File: src/design/char_bitmap_pixel_sequencer_assert.svh
// Assertion macros shared by the character bitmap pixel sequencer modules.
// Each macro expects signals named clk and rst_n in the module that uses it.
`ifndef CHAR_BITMAP_PIXEL_SEQUENCER_ASSERT_SVH
`define CHAR_BITMAP_PIXEL_SEQUENCER_ASSERT_SVH

// The consequent must hold in the same cycle as the antecedent.
`define CBPS_ASSERT_SAME(lbl, ante, cons, msg) \
  lbl: assert property (@(posedge clk) disable iff (!rst_n) (ante) |-> (cons)) \
    else $error(msg);

// The consequent must hold in the cycle after the antecedent.
`define CBPS_ASSERT_NEXT(lbl, ante, cons, msg) \
  lbl: assert property (@(posedge clk) disable iff (!rst_n) (ante) |=> (cons)) \
    else $error(msg);

`endif

File: src/design/cbps_pkg.sv
// Shared types and constants for the character bitmap pixel sequencer.
// Used by cbps_expand and char_bitmap_pixel_sequencer; no dependencies.
`timescale 1ns / 1ps

package cbps_pkg;

  localparam int unsigned PatW     = 8;
  localparam int unsigned CharW    = 12;
  localparam int unsigned ColorW   = 4;
  localparam int unsigned ModeW    = 3;
  localparam int unsigned CfgIdxW  = 3;
  localparam int unsigned CfgDataW = 4;
  localparam int unsigned NumPix   = 8;
  localparam int unsigned NumPal   = 4;
  localparam int unsigned SelW     = 2;
  localparam int unsigned McFlagBit = 11;

  localparam logic [PatW-1:0]   PairHighBits = 8'hAA;
  localparam logic [PatW-1:0]   PairLowBits  = 8'h55;
  localparam logic [ColorW-1:0] Bg0Reset     = 4'd6;

  typedef enum logic [ModeW-1:0] {
    MODE_TEXT      = 3'd0,
    MODE_MC_TEXT   = 3'd1,
    MODE_BITMAP    = 3'd2,
    MODE_MC_BITMAP = 3'd3,
    MODE_ECM_TEXT  = 3'd4
  } mode_t;

  typedef enum logic [CfgIdxW-1:0] {
    REG_GRAPHICS_MODE = 3'd0,
    REG_BG0           = 3'd1,
    REG_BG1           = 3'd2,
    REG_BG2           = 3'd3,
    REG_BG3           = 3'd4
  } cfg_reg_t;

  // Decoded cell: a four-entry palette and the selectors that index it.
  typedef struct packed {
    logic [NumPal-1:0][ColorW-1:0] pal;
    logic                          pair_mode;
    logic [PatW-1:0]               pattern;
    logic [PatW-1:0]               fg_mask;
  } dec_t;

endpackage

File: src/design/cbps_expand.sv
// Final stage of the sequencer: expands a decoded cell into eight pixels.
// Depends on cbps_pkg and the assertion macro header.
`timescale 1ns / 1ps
`include "char_bitmap_pixel_sequencer_assert.svh"

module cbps_expand
  import cbps_pkg::*;
(
  input  logic                             clk,
  input  logic                             rst_n,
  input  logic                             dec_valid,
  output logic                             dec_ready,
  input  dec_t                             dec,
  output logic                             out_valid,
  input  logic                             out_ready,
  output logic [NumPix-1:0][ColorW-1:0]    pix,
  output logic [PatW-1:0]                  fg_mask
);

  logic                          out_valid_r;
  logic                          pair_r;
  logic [NumPix-1:0][ColorW-1:0] pix_r;
  logic [NumPix-1:0][ColorW-1:0] pix_nxt;
  logic [PatW-1:0]               mask_r;
  logic                          load;

  assign dec_ready = !out_valid_r || out_ready;
  assign load      = dec_valid && dec_ready;

  always_comb begin
    logic [SelW-1:0] sel;
    for (int i = 0; i < NumPix; i++) begin
      if (dec.pair_mode) begin
        sel = dec.pattern[PatW-1-2*(i>>1) -: SelW];
      end else begin
        sel = {1'b0, dec.pattern[PatW-1-i]};
      end
      pix_nxt[i] = dec.pal[sel];
    end
  end

  always_ff @(posedge clk) begin
    if (!rst_n) begin
      out_valid_r <= 1'b0;
    end else if (dec_ready) begin
      out_valid_r <= dec_valid;
    end
    if (load) begin
      pix_r  <= pix_nxt;
      mask_r <= dec.fg_mask;
      pair_r <= dec.pair_mode;
    end
  end

  assign out_valid = out_valid_r;
  assign pix       = pix_r;
  assign fg_mask   = mask_r;

  `CBPS_ASSERT_NEXT(a_out_held, out_valid_r && !out_ready, out_valid_r && $stable(pix_r), "stalled result lost")
  `CBPS_ASSERT_SAME(a_pair_pixels, out_valid_r && pair_r, pix_r[0] == pix_r[1] && pix_r[2] == pix_r[3] && pix_r[4] == pix_r[5] && pix_r[6] == pix_r[7], "pair pixels differ")
  `CBPS_ASSERT_SAME(a_black_palette, dec_valid && dec.pal == '0, pix_nxt == '0, "empty palette gave colour")

endmodule

File: src/design/char_bitmap_pixel_sequencer.sv
// Top level of the character bitmap pixel sequencer: registers, decode stages.
// Depends on cbps_pkg, cbps_expand and the assertion macro header.
//
//   channel | ports                                   | direction
//   input   | in_valid/in_ready, pattern, char word    | in
//   result  | out_valid/out_ready, pixels, fg mask     | out
//   config  | cfg_we, cfg_index, cfg_wdata              | in
//
// Three register stages: input capture, palette decode and pixel expansion.
// One transfer is accepted every cycle unless a stall holds the pipeline; each item passes
// the capture, decode and expansion registers in turn before out_valid. Each stage holds its
// item while the next is full, so stalls lose nothing. Reset is synchronous; it clears the
// valid bits and returns the configuration registers to their reset values.
`timescale 1ns / 1ps
`include "char_bitmap_pixel_sequencer_assert.svh"

module char_bitmap_pixel_sequencer
  import cbps_pkg::*;
(
  input  logic                clk,
  input  logic                rst_n,
  input  logic                cfg_we,
  input  logic [CfgIdxW-1:0]  cfg_index,
  input  logic [CfgDataW-1:0] cfg_wdata,
  input  logic                in_valid,
  output logic                in_ready,
  input  logic [PatW-1:0]     in_pattern_byte,
  input  logic [CharW-1:0]    in_char_word,
  output logic                out_valid,
  input  logic                out_ready,
  output logic [ColorW-1:0]   out_pixel_0,
  output logic [ColorW-1:0]   out_pixel_1,
  output logic [ColorW-1:0]   out_pixel_2,
  output logic [ColorW-1:0]   out_pixel_3,
  output logic [ColorW-1:0]   out_pixel_4,
  output logic [ColorW-1:0]   out_pixel_5,
  output logic [ColorW-1:0]   out_pixel_6,
  output logic [ColorW-1:0]   out_pixel_7,
  output logic [PatW-1:0]     out_foreground_mask
);

  logic [ModeW-1:0]              mode_r;
  logic [NumPal-1:0][ColorW-1:0] bg_r;

  logic                          s1_valid_r;
  logic [PatW-1:0]               s1_pat_r;
  logic [CharW-1:0]              s1_char_r;
  logic                          s1_ready;

  logic                          s2_valid_r;
  dec_t                          s2_dec_r;
  dec_t                          s2_dec_nxt;
  logic                          s2_ready;
  logic                          s3_ready;

  logic [NumPix-1:0][ColorW-1:0] pix;

  always_ff @(posedge clk) begin
    if (!rst_n) begin
      mode_r <= ModeW'(MODE_TEXT);
      bg_r   <= {{ColorW{1'b0}}, {ColorW{1'b0}}, {ColorW{1'b0}}, Bg0Reset};
    end else if (cfg_we) begin
      case (cfg_reg_t'(cfg_index))
        REG_GRAPHICS_MODE: mode_r   <= cfg_wdata[ModeW-1:0];
        REG_BG0:           bg_r[0]  <= cfg_wdata[ColorW-1:0];
        REG_BG1:           bg_r[1]  <= cfg_wdata[ColorW-1:0];
        REG_BG2:           bg_r[2]  <= cfg_wdata[ColorW-1:0];
        REG_BG3:           bg_r[3]  <= cfg_wdata[ColorW-1:0];
        default: ;
      endcase
    end
  end

  assign s1_ready = !s1_valid_r || s2_ready;
  assign s2_ready = !s2_valid_r || s3_ready;
  assign in_ready = s1_ready;

  always_ff @(posedge clk) begin
    if (!rst_n) begin
      s1_valid_r <= 1'b0;
    end else if (s1_ready) begin
      s1_valid_r <= in_valid;
    end
    if (in_valid && s1_ready) begin
      s1_pat_r  <= in_pattern_byte;
      s1_char_r <= in_char_word;
    end
  end

  always_comb begin
    logic [ColorW-1:0] color;
    logic [ColorW-1:0] code_lo;
    logic [ColorW-1:0] code_hi;
    logic [PatW-1:0]   mc_mask;
    color   = s1_char_r[CharW-1 -: ColorW];
    code_lo = s1_char_r[ColorW-1:0];
    code_hi = s1_char_r[2*ColorW-1 -: ColorW];
    mc_mask = (s1_pat_r & PairHighBits) | ((s1_pat_r >> 1) & PairLowBits);
    s2_dec_nxt           = '0;
    s2_dec_nxt.pattern   = s1_pat_r;
    case (mode_t'(mode_r))
      MODE_TEXT: begin
        s2_dec_nxt.pal[0]  = bg_r[0];
        s2_dec_nxt.pal[1]  = color;
        s2_dec_nxt.fg_mask = s1_pat_r;
      end
      MODE_MC_TEXT: begin
        if (!s1_char_r[McFlagBit]) begin
          s2_dec_nxt.pal[0]  = bg_r[0];
          s2_dec_nxt.pal[1]  = {1'b0, color[ColorW-2:0]};
          s2_dec_nxt.fg_mask = s1_pat_r;
        end else begin
          s2_dec_nxt.pal[0]    = bg_r[0];
          s2_dec_nxt.pal[1]    = bg_r[1];
          s2_dec_nxt.pal[2]    = bg_r[2];
          s2_dec_nxt.pal[3]    = {1'b0, color[ColorW-2:0]};
          s2_dec_nxt.pair_mode = 1'b1;
          s2_dec_nxt.fg_mask   = mc_mask;
        end
      end
      MODE_BITMAP: begin
        s2_dec_nxt.pal[0]  = code_lo;
        s2_dec_nxt.pal[1]  = code_hi;
        s2_dec_nxt.fg_mask = s1_pat_r;
      end
      MODE_MC_BITMAP: begin
        s2_dec_nxt.pal[0]    = bg_r[0];
        s2_dec_nxt.pal[1]    = code_hi;
        s2_dec_nxt.pal[2]    = code_lo;
        s2_dec_nxt.pal[3]    = color;
        s2_dec_nxt.pair_mode = 1'b1;
        s2_dec_nxt.fg_mask   = mc_mask;
      end
      MODE_ECM_TEXT: begin
        s2_dec_nxt.pal[0]  = bg_r[s1_char_r[2*ColorW-1 -: SelW]];
        s2_dec_nxt.pal[1]  = color;
        s2_dec_nxt.fg_mask = s1_pat_r;
      end
      default: begin
        s2_dec_nxt.pal     = '0;
        s2_dec_nxt.fg_mask = '0;
      end
    endcase
  end

  always_ff @(posedge clk) begin
    if (!rst_n) begin
      s2_valid_r <= 1'b0;
    end else if (s2_ready) begin
      s2_valid_r <= s1_valid_r;
    end
    if (s1_valid_r && s2_ready) begin
      s2_dec_r <= s2_dec_nxt;
    end
  end

  cbps_expand u_expand (
    .clk       (clk),
    .rst_n     (rst_n),
    .dec_valid (s2_valid_r),
    .dec_ready (s3_ready),
    .dec       (s2_dec_r),
    .out_valid (out_valid),
    .out_ready (out_ready),
    .pix       (pix),
    .fg_mask   (out_foreground_mask)
  );

  assign out_pixel_0 = pix[0];
  assign out_pixel_1 = pix[1];
  assign out_pixel_2 = pix[2];
  assign out_pixel_3 = pix[3];
  assign out_pixel_4 = pix[4];
  assign out_pixel_5 = pix[5];
  assign out_pixel_6 = pix[6];
  assign out_pixel_7 = pix[7];

  `CBPS_ASSERT_NEXT(a_s1_held, s1_valid_r && !s2_ready, s1_valid_r && $stable(s1_pat_r), "capture stage lost an item")
  `CBPS_ASSERT_NEXT(a_s2_held, s2_valid_r && !s3_ready, s2_valid_r && $stable(s2_dec_r), "decode stage lost an item")
  `CBPS_ASSERT_SAME(a_pair_mask, s2_valid_r && s2_dec_r.pair_mode, s2_dec_r.fg_mask[7] == s2_dec_r.fg_mask[6] && s2_dec_r.fg_mask[5] == s2_dec_r.fg_mask[4] && s2_dec_r.fg_mask[3] == s2_dec_r.fg_mask[2] && s2_dec_r.fg_mask[1] == s2_dec_r.fg_mask[0], "pair mask split")

endmodule

File: config.mk
export PLATFORM = sky130hd
export DESIGN_NAME = char_bitmap_pixel_sequencer
export DESIGN_NICKNAME = d
export VERILOG_FILES = /design/src/design/cbps_pkg.sv /design/src/design/cbps_expand.sv /design/src/design/char_bitmap_pixel_sequencer.sv
export VERILOG_INCLUDE_DIRS = /design/src /design/src/design
export SDC_FILE = /design/constraint.sdc
export NUM_CORES = 1
export LEC_CHECK = 0
export BUFFER_PORTS_ARGS = -buffer_cell sky130_fd_sc_hd__buf_2
export CAP_MARGIN = 10
export CORE_MARGIN = 10
export CORE_UTILIZATION = 40
export DETAILED_ROUTE_END_ITERATION = 12
export PLACE_DENSITY = 0.61
export SYNTH_ARGS = -nofsm -noshare
export SYNTH_HDL_FRONTEND = slang
export SYNTH_HIERARCHICAL = 1
export SYNTH_SLANG_ARGS = --single-unit
File: constraint.sdc
create_clock -name clk -period 2.4 [get_ports clk]
set_input_delay 0.48 -clock clk [delete_from_list [all_inputs] [get_ports clk]]
set_output_delay 0.48 -clock clk [all_outputs]
set_load 0.1 [all_outputs]
==> results.toml, run 1 <==
[status]
run_status = "finished, final reports clean"

[sta]
worst_hold_slack_ns = 0.241
slew_viol_final = 0
skew_ns = 0.00608
total_setup_violations_reported_at_the_end_of_the_flow = 0
tns_ns = 0
tightestPinTransition_ns = 0.744
worst_slack_ns = 0.429
fmax_mhz = 507
slew_headroom_pct = 50.4
finalWorstPathRequiredPeriod_ns = 1.97
grt_setup_unrepaired = "no"
timing.final.crit_share_pct = 82.1
final_number_of_hold_violating_endpoints = 0

[synth]
synthCells = 408
sequential_to_total_area_share_from_yosys_stat_pct = 60.7
syn-mean-instance-area_um2 = 13.1
yosys_register_bits = 115
synth_enable_flop_cells = 93
post-synth-top-area-cell = "sky130_fd_sc_hd__edfxtp_1"
synthDominantCellAreaShare_pct = 52.4
synth_top_cells_by_area = "sky130_fd_sc_hd__edfxtp_1 (52%), sky130_fd_sc_hd__mux2i_1 (9.2%), sky130_fd_sc_hd__dfxtp_1 (8.3%)"
yosys_warnings = 6
synth_cell_types = 36
synth_async_sr_flop_share_pct = 0
syn_nets = 440
ys_dominant_reg_cell = "sky130_fd_sc_hd__edfxtp_1"
synth_area_mm2 = 0.00533

[critical_path]
cell_at_the_slowest_stage_of_the_critical_path = "sky130_fd_sc_hd__dfxtp_2"
worst-setup-path-type = "reg -> out"
cp.required_ns = 1.92
critical_path_buf_inv_count = 1
setup.worst_path.start_class = "register"
timing.critical_path.cells = "nand2b_1 -> nor2b_1 -> nand2_2 -> buf_2"
cp_endpoint_kind = "primary output"
worstPathArrival_ns = 1.49
path_delay_family = "simple AND/OR/NAND/NOR gates"
max_stage_delay_ns = 0.32
crit_path_max_fanout = 4

[drt]
initial_detailed_routing_violation_count = 359
antenna_left = 0
vias_per_cell = 5.11
num_vias = 3409
route.detailed.drc = 0
drt_wl_total_um = 11400
firstDrtPassIters = 5
wire_length_per_cell_um = 17.1

[placement]
gp_congestion = 0.819
place_inst = 635
pre_cts_slack_ns = 0.480
detailed_place_hpwl_um = 8140
postPlaceCellArea_mm2 = 0.00579
portBuffers = 73

[floorplanning]
core-area_mm2 = 0.0131
floorplan.die.height_um = 135
ioPinCount = 74
initial_utilization_pct = 40.6
core.rowCount = 42
die_w_um = 135
die_area_mm2 = 0.0183

[global_routing]
overall_global_routing_usage_pct = 12.9
grt_pass1_vias = 3442
first_pass_grt_wire_length_um = 18300
grt_overflow_total = 0
number_of_antenna_violations_at_the_first_check_in_global_routing = 0
grt_start_max_net_pins = 41

[finish]
synthToLayoutAreaGrowth_pct = 19.8
final_cell_mix = "sky130_fd_sc_hd__edfxtp_1 (93), sky130_fd_sc_hd__buf_2 (73), sky130_fd_sc_hd__mux2i_1 (49)"
final-instance-count-excl-fill = 667
diodes = 0
postLayoutCellArea_mm2 = 0.00638
postLayoutCoreUtil_pct = 48.6
layout_cell_share_with_drive_strength_beyond_1_pct = 26.3
layout.cells.most_common = "sky130_fd_sc_hd__edfxtp_1"
fin_nets = 510
count_of_filler_cells_inserted_in_the_layout = 1209

[clock_network]
worstSkewPairLatency_ns = 0.41
tritoncts_clock_tree = "yes"
cts_setup_buffers = 0
max-clock-path-buffers = 2
cts.hold.buffers_added = 0
clk_transition_reported_paths_ns = 0.05
cts-root-buf = "sky130_fd_sc_hd__clkbuf_16"
tritoncts_num_sinks = 115
cts.repair.resized = 0
cts-buffers-inserted = 17
htreeDepth = 4

[min_path]
hold_path_class = "in -> reg"

[pwr]
share_clk_of_total_power_pct = 47.4
combinational_cell_fraction_of_total_power_pct = 8.3
p_switching_mw = 1.25
p_sw_share_pct = 23.8
pwr_density_cell_mw_per_mm2 = 823
cellLeakagePower_nw = 2.40
totalPowerFinal_mw = 5.25
ir_drop_mv = 0.432
cellInternalPower_mw = 4.00
p_seq_share_pct = 44.3

[job]
maxCapViolations = 0
==> cell usage after synthesis (all sizes together), types with 2 or more instances <==
library cell / n
nand2: 38
mux2: 18
nor2b: 15
o21bai: 10
a2bb2oi: 6
nand4b: 7
a221o: 3
mux2i: 49
o21a: 2
nand2b: 3
a22oi: 5
clkbuf: 7
mux4: 4
buf: 21
and2: 12
dfxtp: 22
and4bb: 2
nand3: 16
o211ai: 4
a21oi: 11
nor2: 13
edfxtp: 93
o21ai: 42
==> flip-flops by register name (all words and copies together), names as in the netlist <==
signal / flops
s2_valid_r: 1
u_expand/pix: 32
u_expand/out_valid: 1
u_expand/fg_mask: 8
s1_char_r: 12
s2_dec_r: 33
s1_pat_r: 8
s1_valid_r: 1
bg_r: 16
mode_r: 3
==> area by class of cell <==
type / count / area [um2] / area share (%)
timing repair buffer: 79 / 410 / 6.43
clock buffer: 18 / 429 / 6.72
tap: 176 / 220 / 3.45
multi-input combinational: 264 / 1920 / 30.1
sequential: 115 / 3230 / 50.7
inverter: 1 / 3.75 / 0.0588
clock inverter: 14 / 164 / 2.57
==> power groups by stage <==
| stage | Clock (mW) | Combinational, mW | Sequential, mW |
|---|---|---|---|
| 3_5_place_dp | 0 | 0.436 | 2.37 |
| 3_3_place_gp | 0 | 0.428 | 2.37 |
| 2_1_floorplan | 0 | 0.216 | 2.48 |
| 6_report | 2.49 | 0.434 | 2.33 |
| 5_1_grt | 2.63 | 0.468 | 2.34 |
| 4_1_cts | 2.54 | 0.437 | 2.33 |
==> cells by family after synthesis <==
group,synth area share [%]
AOI/OAI and AO/OA,9.82
buffers and inverters,3.36
DFF,60.7
muxes,15.1
and+or+nand+nor,11.1
==> worst paths after layout <==
check | slack [ns] | start | depth (start not counted) | end
worst max-delay path | 0.43 | u_expand/out_valid | 4 | in_ready
worst min-delay path | 0.24 | in_char_word[2] | 1 | s1_char_r[2]
worst max register to register | 0.69 | mode_r[1] | 3 | s2_dec_r[19]
worst min register to register | 0.42 | s2_dec_r[3] | 0 | u_expand/fg_mask[3]
==> per-layer routing <==
layer / track usage, % / wire [um]
met1: 15.1 / 4960
met2: 20.6 / 5490
met3: 4.67 / 740
met4: 6.34 / 203
met5: 0 / 0
Note: power is estimated with default switching activity, not from simulation.
==> run 2: changes to the inputs <==
--- a/config.mk
+++ b/config.mk
@@ -11,7 +11,7 @@
 export CORE_MARGIN = 10
 export CORE_UTILIZATION = 40
 export DETAILED_ROUTE_END_ITERATION = 12
-export PLACE_DENSITY = 0.61
+export PLACE_DENSITY = 0.59
 export SYNTH_ARGS = -nofsm -noshare
 export SYNTH_HDL_FRONTEND = slang
 export SYNTH_HIERARCHICAL = 1
==> constraint.sdc (replaced) <==
create_clock -name clk -period 2.06 [get_ports clk]
set_input_delay 0.412 -clock clk [delete_from_list [all_inputs] [get_ports clk]]
set_output_delay 0.412 -clock clk [all_outputs]
set_load 0.1 [all_outputs]
==> run 2 against run 1 <==
Effect of this change:
- die area stayed put
- non-clock buffer count unchanged
- final cell count unchanged
- register-to-register slack lost 0.33 ns
- first-iteration DRC count shrank 16%
- largest power group unchanged
==> results.toml, run 2 (synthesized netlist as in run 1, its figures left out) <==
[status]
run_status = "finished, final reports clean"

[drt]
firstDrtPassIters = 5
num_vias = 3412
antenna_left = 0
initial_detailed_routing_violation_count = 302
drt_wl_total_um = 11200
vias_per_cell = 5.12
wire_length_per_cell_um = 16.7
route.detailed.drc = 0

[min_path]
holdCritStartpoint = "in_char_word[5]"
destination_of_the_worst_hold_path = "s1_char_r[5]"
worst_hold_path.num_cells = 1
hold_path_class = "in -> reg"

[sta]
fmax_mhz = 513
tns_ns = 0
final_number_of_hold_violating_endpoints = 0
finalWorstPathRequiredPeriod_ns = 1.95
skew_ns = 0.00565
grt_setup_unrepaired = "no"
slew_viol_final = 0
timing.final.crit_share_pct = 94.7
slew_headroom_pct = 38.3
total_setup_violations_reported_at_the_end_of_the_flow = 0
worst_hold_slack_ns = 0.173
tightestPinTransition_ns = 0.926

[clock_network]
clk_transition_reported_paths_ns = 0.05
cts.hold.buffers_added = 0
cts-buffers-inserted = 17
cts.repair.resized = 0
htreeDepth = 4
tritoncts_num_sinks = 115
max-clock-path-buffers = 2
worstSkewPairLatency_ns = 0.41
cts-root-buf = "sky130_fd_sc_hd__clkbuf_16"
cts_setup_buffers = 0
tritoncts_clock_tree = "yes"

[placement]
place_inst = 635
detailed_place_hpwl_um = 8070
gp_congestion = 0.795
postPlaceCellArea_mm2 = 0.00580
portBuffers = 73

[global_routing]
grt_start_max_net_pins = 41
first_pass_grt_wire_length_um = 17600
number_of_antenna_violations_at_the_first_check_in_global_routing = 0
overall_global_routing_usage_pct = 12.4
grt_overflow_total = 0
grt_pass1_vias = 3395

[pwr]
pwr_density_cell_mw_per_mm2 = 1000
p_switching_mw = 1.43
cellInternalPower_mw = 5.03
p_seq_share_pct = 42.0
ir_drop_mv = 0.561
combinational_cell_fraction_of_total_power_pct = 7.8
share_clk_of_total_power_pct = 50.2
cellLeakagePower_nw = 2.46
p_sw_share_pct = 22.1

[floorplanning]
floorplan.die.height_um = 135
die_area_mm2 = 0.0183
core-area_mm2 = 0.0131
initial_utilization_pct = 40.6
core.rowCount = 42
die_w_um = 135
ioPinCount = 74

[job]
maxCapViolations = 0

[critical_path]
worstPathArrival_ns = 1.54
rr_endpoint = "u_expand/pix[18]"
setup.worst_path.start_class = "register"
crit_path_max_fanout = 4
cp.required_ns = 1.65
r2r_setup_slack_ns = 0.36
cp_endpoint_kind = "primary output"
critical_path.reg2reg.startpoint = "s2_dec_r[16]"
depth_of_the_worst_register_to_register_path = 3
worst-setup-path-type = "reg -> out"

[finish]
largest_register_ffs = 33
synthToLayoutAreaGrowth_pct = 21.3
diodes = 0
postLayoutCellArea_mm2 = 0.00646
layout.cells.most_common = "sky130_fd_sc_hd__edfxtp_1"
fin_nets = 510
top_register = "s2_dec_r"
final_cell_mix = "sky130_fd_sc_hd__edfxtp_1 (93), sky130_fd_sc_hd__buf_2 (73), sky130_fd_sc_hd__mux2i_1 (49)"
final-instance-count-excl-fill = 667
layout_cell_share_with_drive_strength_beyond_1_pct = 26.7
-- run 2: cell types whose count changed in the layout (fill, tap and decap cells not counted), moves of 2 or more --
cell / before / now
sky130_fd_sc_hd__bufinv_16: 3 / 6
sky130_fd_sc_hd__and2_2: 0 / 2
sky130_fd_sc_hd__and2_1: 12 / 10
sky130_fd_sc_hd__clkinvlp_4: 4 / 2
-- run 2: layout make-up --
class,count,area (um2)
Fill cell,1187,6680
Sequential cell,115,3240
Multi-Input combinational cell,264,1930
Clock buffer,17,425
Timing Repair Buffer,79,410
Clock inverter,15,238
Tap cell,176,220
Inverter,1,3.75
-- run 2: worst max-delay path, cell delays in order, from the launching register on --
cell	delay, ns
sky130_fd_sc_hd__dfxtp_4	0.33
sky130_fd_sc_hd__nand2b_1	0.07
sky130_fd_sc_hd__nor2b_1	0.36
sky130_fd_sc_hd__nand2_4	0.07
sky130_fd_sc_hd__buf_2	0.30
-- run 2: metrics by stage --
| stage | setup slack [ns] | total power, mW | util [%] |
|---|---|---|---|
| floorplan | 0.0882 | 3.14 | - |
| global placement | 0.298 | 3.25 | 44.1 |
| detailed placement | 0.247 | 3.26 | 44.1 |
| CTS | 0.0818 | 6.53 | 49.2 |
| global route | 0.00517 | 6.70 | 49.2 |
| finish | 0.110 | 6.46 | 49.2 |
-- run 2: power by group through the flow --
stage                     clock network [mW]  registers [mW]  logic [mW]
after floorplan                            0            2.88       0.252
after global placement                     0            2.75       0.501
after detailed placement                   0            2.76       0.506
after CTS                               3.31            2.71       0.508
after global routing                    3.44            2.72       0.541
final                                   3.24            2.71       0.506
-- run 2: routing by layer --
metal / vias up / global-route usage (%) / routed length [um]
met4: 0 / 5.02 / 143
met1: 1625 / 14.5 / 4960
met5: - / 0 / 0
met3: 13 / 5.27 / 718
li1: 1679 / - / -
met2: 95 / 19.8 / 5350
-- run 2: worst max-delay path by stage --
| stage | end | cells after the start | startpoint | slack (ns) |
|---|---|---|---|---|
| after floorplan | s2_dec_r[0] | 3 | u_expand/out_valid | 0.09 |
| after global placement | u_expand/pix[14] | 3 | out_ready | 0.30 |
| after detailed placement | u_expand/pix[14] | 3 | out_ready | 0.25 |
| after CTS | in_ready | 4 | u_expand/out_valid | 0.08 |
| after global routing | in_ready | 4 | u_expand/out_valid | 0.005 |
| final | in_ready | 4 | u_expand/out_valid | 0.11 |
==> run 3: changes to the inputs <==
--- a/config.mk
+++ b/config.mk
@@ -8,11 +8,12 @@
 export LEC_CHECK = 0
 export BUFFER_PORTS_ARGS = -buffer_cell sky130_fd_sc_hd__buf_2
 export CAP_MARGIN = 10
+export CELL_PAD_IN_SITES_DETAIL_PLACEMENT = 0
+export CELL_PAD_IN_SITES_GLOBAL_PLACEMENT = 2
 export CORE_MARGIN = 10
-export CORE_UTILIZATION = 40
+export CORE_UTILIZATION = 39
 export DETAILED_ROUTE_END_ITERATION = 12
-export PLACE_DENSITY = 0.59
+export PLACE_DENSITY = 0.79
 export SYNTH_ARGS = -nofsm -noshare
 export SYNTH_HDL_FRONTEND = slang
-export SYNTH_HIERARCHICAL = 1
 export SYNTH_SLANG_ARGS = --single-unit
==> run 3 against run 2 <==
Effect of this change:
- via count rose by 0.53%
- final area down 0.46%
- flip-flop and latch count did not move
- die area is 2.4% higher
- wire length rose by 5.1%
- sequential power up 2%
- combinational power is 5.1% higher
- clock skew is 0.0023 ns higher
- highest routed layer unchanged
==> results.toml, run 3 <==
[critical_path]
critical_path.reg2reg.startpoint = "s2_dec_r[8]"
cp.required_ns = 1.65
depth_of_the_worst_register_to_register_path = 3
setup.worst_path.start_class = "register"
worstPathArrival_ns = 1.36
worst-setup-path-type = "reg -> out"
cp_endpoint_kind = "primary output"
rr_endpoint = "u_expand.pix[26]"
r2r_setup_slack_ns = 0.46
crit_path_max_fanout = 2

[clock_network]
tritoncts_num_sinks = 115
worstSkewPairLatency_ns = 0.40
cts-buffers-inserted = 17
max-clock-path-buffers = 2
tritoncts_clock_tree = "yes"
cts_setup_buffers = 0
cts.hold.buffers_added = 0
cts.repair.resized = 0
clk_transition_reported_paths_ns = 0.05
cts-root-buf = "sky130_fd_sc_hd__clkbuf_16"
htreeDepth = 4

[pwr]
ir_drop_mv = 0.622
p_seq_share_pct = 46.5
p_sw_share_pct = 23.5
cellLeakagePower_nw = 2.39
combinational_cell_fraction_of_total_power_pct = 9.0
pwr_density_cell_mw_per_mm2 = 921
cellInternalPower_mw = 4.53
share_clk_of_total_power_pct = 44.5
p_switching_mw = 1.39
totalPowerFinal_mw = 5.92

[synth]
post-synth-top-area-cell = "sky130_fd_sc_hd__edfxtp_1"
ys_dominant_reg_cell = "sky130_fd_sc_hd__edfxtp_1"
yosys_register_bits = 115
synth_top_cells_by_area = "sky130_fd_sc_hd__edfxtp_1 (52%), sky130_fd_sc_hd__mux2i_1 (9.6%), sky130_fd_sc_hd__dfxtp_1 (8.2%)"
synth_async_sr_flop_share_pct = 0
synthDominantCellAreaShare_pct = 52.3
syn_nets = 446
synth_area_mm2 = 0.00534
yosys_warnings = 0
yosys-top-cells-count = "sky130_fd_sc_hd__edfxtp_1 (93), sky130_fd_sc_hd__mux2i_1 (51), sky130_fd_sc_hd__nand2_1 (39)"
synthCells = 414
syn-mean-instance-area_um2 = 12.9
synth_most_common_cell = "sky130_fd_sc_hd__edfxtp_1"
synth_enable_flop_cells = 93
synth_cell_types = 40
sequential_to_total_area_share_from_yosys_stat_pct = 60.5

[floorplanning]
die_w_um = 137
ioPinCount = 74
initial_utilization_pct = 40.0
core.rowCount = 42
core-area_mm2 = 0.0133
die_area_mm2 = 0.0188
floorplan.die.height_um = 137

[sta]
slew_viol_final = 0
final_number_of_hold_violating_endpoints = 0
worst_slack_ns = 0.286
fmax_mhz = 564
grt_setup_unrepaired = "no"
slew_headroom_pct = 65.9
timing.final.crit_share_pct = 86.1
finalWorstPathRequiredPeriod_ns = 1.77
tightestPinTransition_ns = 0.511
total_setup_violations_reported_at_the_end_of_the_flow = 0
skew_ns = 0.00796

[drt]
route.detailed.drc = 0
vias_per_cell = 5.11
topRoutingLayerUsed = "met4"
firstDrtPassIters = 4
wire_length_per_cell_um = 17.5
antenna_left = 0
met1Wirelength_um = 5540
drt_wl_total_um = 11700
met3_length_um = 746
route.met2.wl_um = 5240
initial_detailed_routing_violation_count = 315
num_vias = 3430

[global_routing]
overall_global_routing_usage_pct = 12.8
number_of_antenna_violations_at_the_first_check_in_global_routing = 0
first_pass_grt_wire_length_um = 18300
grt_pass1_vias = 3408
grt_start_max_net_pins = 41
grt_overflow_total = 0

[min_path]
destination_of_the_worst_hold_path = "s1_char_r[3]"
holdCritStartpoint = "in_char_word[3]"
hold_path_class = "in -> reg"
worst_hold_path.num_cells = 1

[finish]
layout_cell_share_with_drive_strength_beyond_1_pct = 27.5
synthToLayoutAreaGrowth_pct = 20.4
count_of_filler_cells_inserted_in_the_layout = 1203
layout.cells.most_common = "sky130_fd_sc_hd__edfxtp_1"
top_register = "s2_dec_r"
largest_register_ffs = 33
final_cell_mix = "sky130_fd_sc_hd__edfxtp_1 (93), sky130_fd_sc_hd__buf_2 (73), sky130_fd_sc_hd__mux2i_1 (51)"
diodes = 0
fin_nets = 515
postLayoutCoreUtil_pct = 48.2

[placement]
gp_congestion = 0.857
detailed_place_hpwl_um = 8520
pre_cts_slack_ns = 0.467
portBuffers = 73

[job]
maxCapViolations = 0

[status]
run_status = "finished, final reports clean"
==> run 3: worst max-delay path by stage <==
stage,start,to,slack [ns],depth (start not counted)
floorplan,u_expand.out_valid,s2_dec_r[0],-0.09,2
global placement,s2_dec_r[8],u_expand.pix[26],0.51,3
detailed placement,s2_dec_r[8],u_expand.pix[26],0.47,3
CTS,u_expand.out_valid,in_ready,0.26,3
global route,u_expand.out_valid,in_ready,0.23,3
finish,u_expand.out_valid,in_ready,0.29,3
==> run 3: power by group through the flow <==
stage               Sequential [mW]  Clock, mW  Combinational [mW]
finish                         2.76       2.64               0.532
global route                   2.77       2.82               0.572
CTS                            2.75       2.69               0.537
detailed placement             2.80          0               0.536
global placement               2.80          0               0.531
floorplan                      2.91          0               0.272
==> run 3: kinds of logic (layout without fill, tap and decap cells) <==
family / Yosys count / count (layout) / synth area share, %
buffers and inverters: 38 / 119 / 3.58
and+or+nand+nor: 107 / 107 / 10.8
muxes: 71 / 71 / 15.0
AOI/OAI and AO/OA: 83 / 83 / 10.1
DFF: 115 / 115 / 60.5
==> run 3: stage by stage <==
step / std cells / area (um2) / hold WS [ns] / setup TNS, ns
floorplan: 414 / 5370 / 0.400 / -2.95
global placement: 640 / 5890 / 0.406 / 0
detailed placement: 640 / 5890 / 0.406 / 0
CTS: 671 / 6430 / 0.162 / 0
global route: 671 / 6430 / 0.163 / 0
finish: 671 / 6430 / 0.181 / 0
==> run 3: final cells by class <==
class,instances,area [um2],share of cell area (%)
clock inverter,4,21.3,0.331
sequential,115,3230,50.3
inverter,3,11.3,0.175
multi-input combinational,261,1940,30.2
tap,176,220,3.42
timing repair buffer,85,480,7.47
clock buffer,27,524,8.15
==> run 3: worst max-delay path: stages, from the launching register on <==
cell	delay (ns)
sky130_fd_sc_hd__dfxtp_2	0.31
sky130_fd_sc_hd__nor2b_1	0.14
sky130_fd_sc_hd__nand3_2	0.08
sky130_fd_sc_hd__buf_2	0.42
==> run 3: routing by layer <==
metal,track usage (%),vias to the layer above
met3,4.36,19
met5,0,-
met2,18.8,98
met4,5.68,0
li1,-,1706
met1,16.7,1607
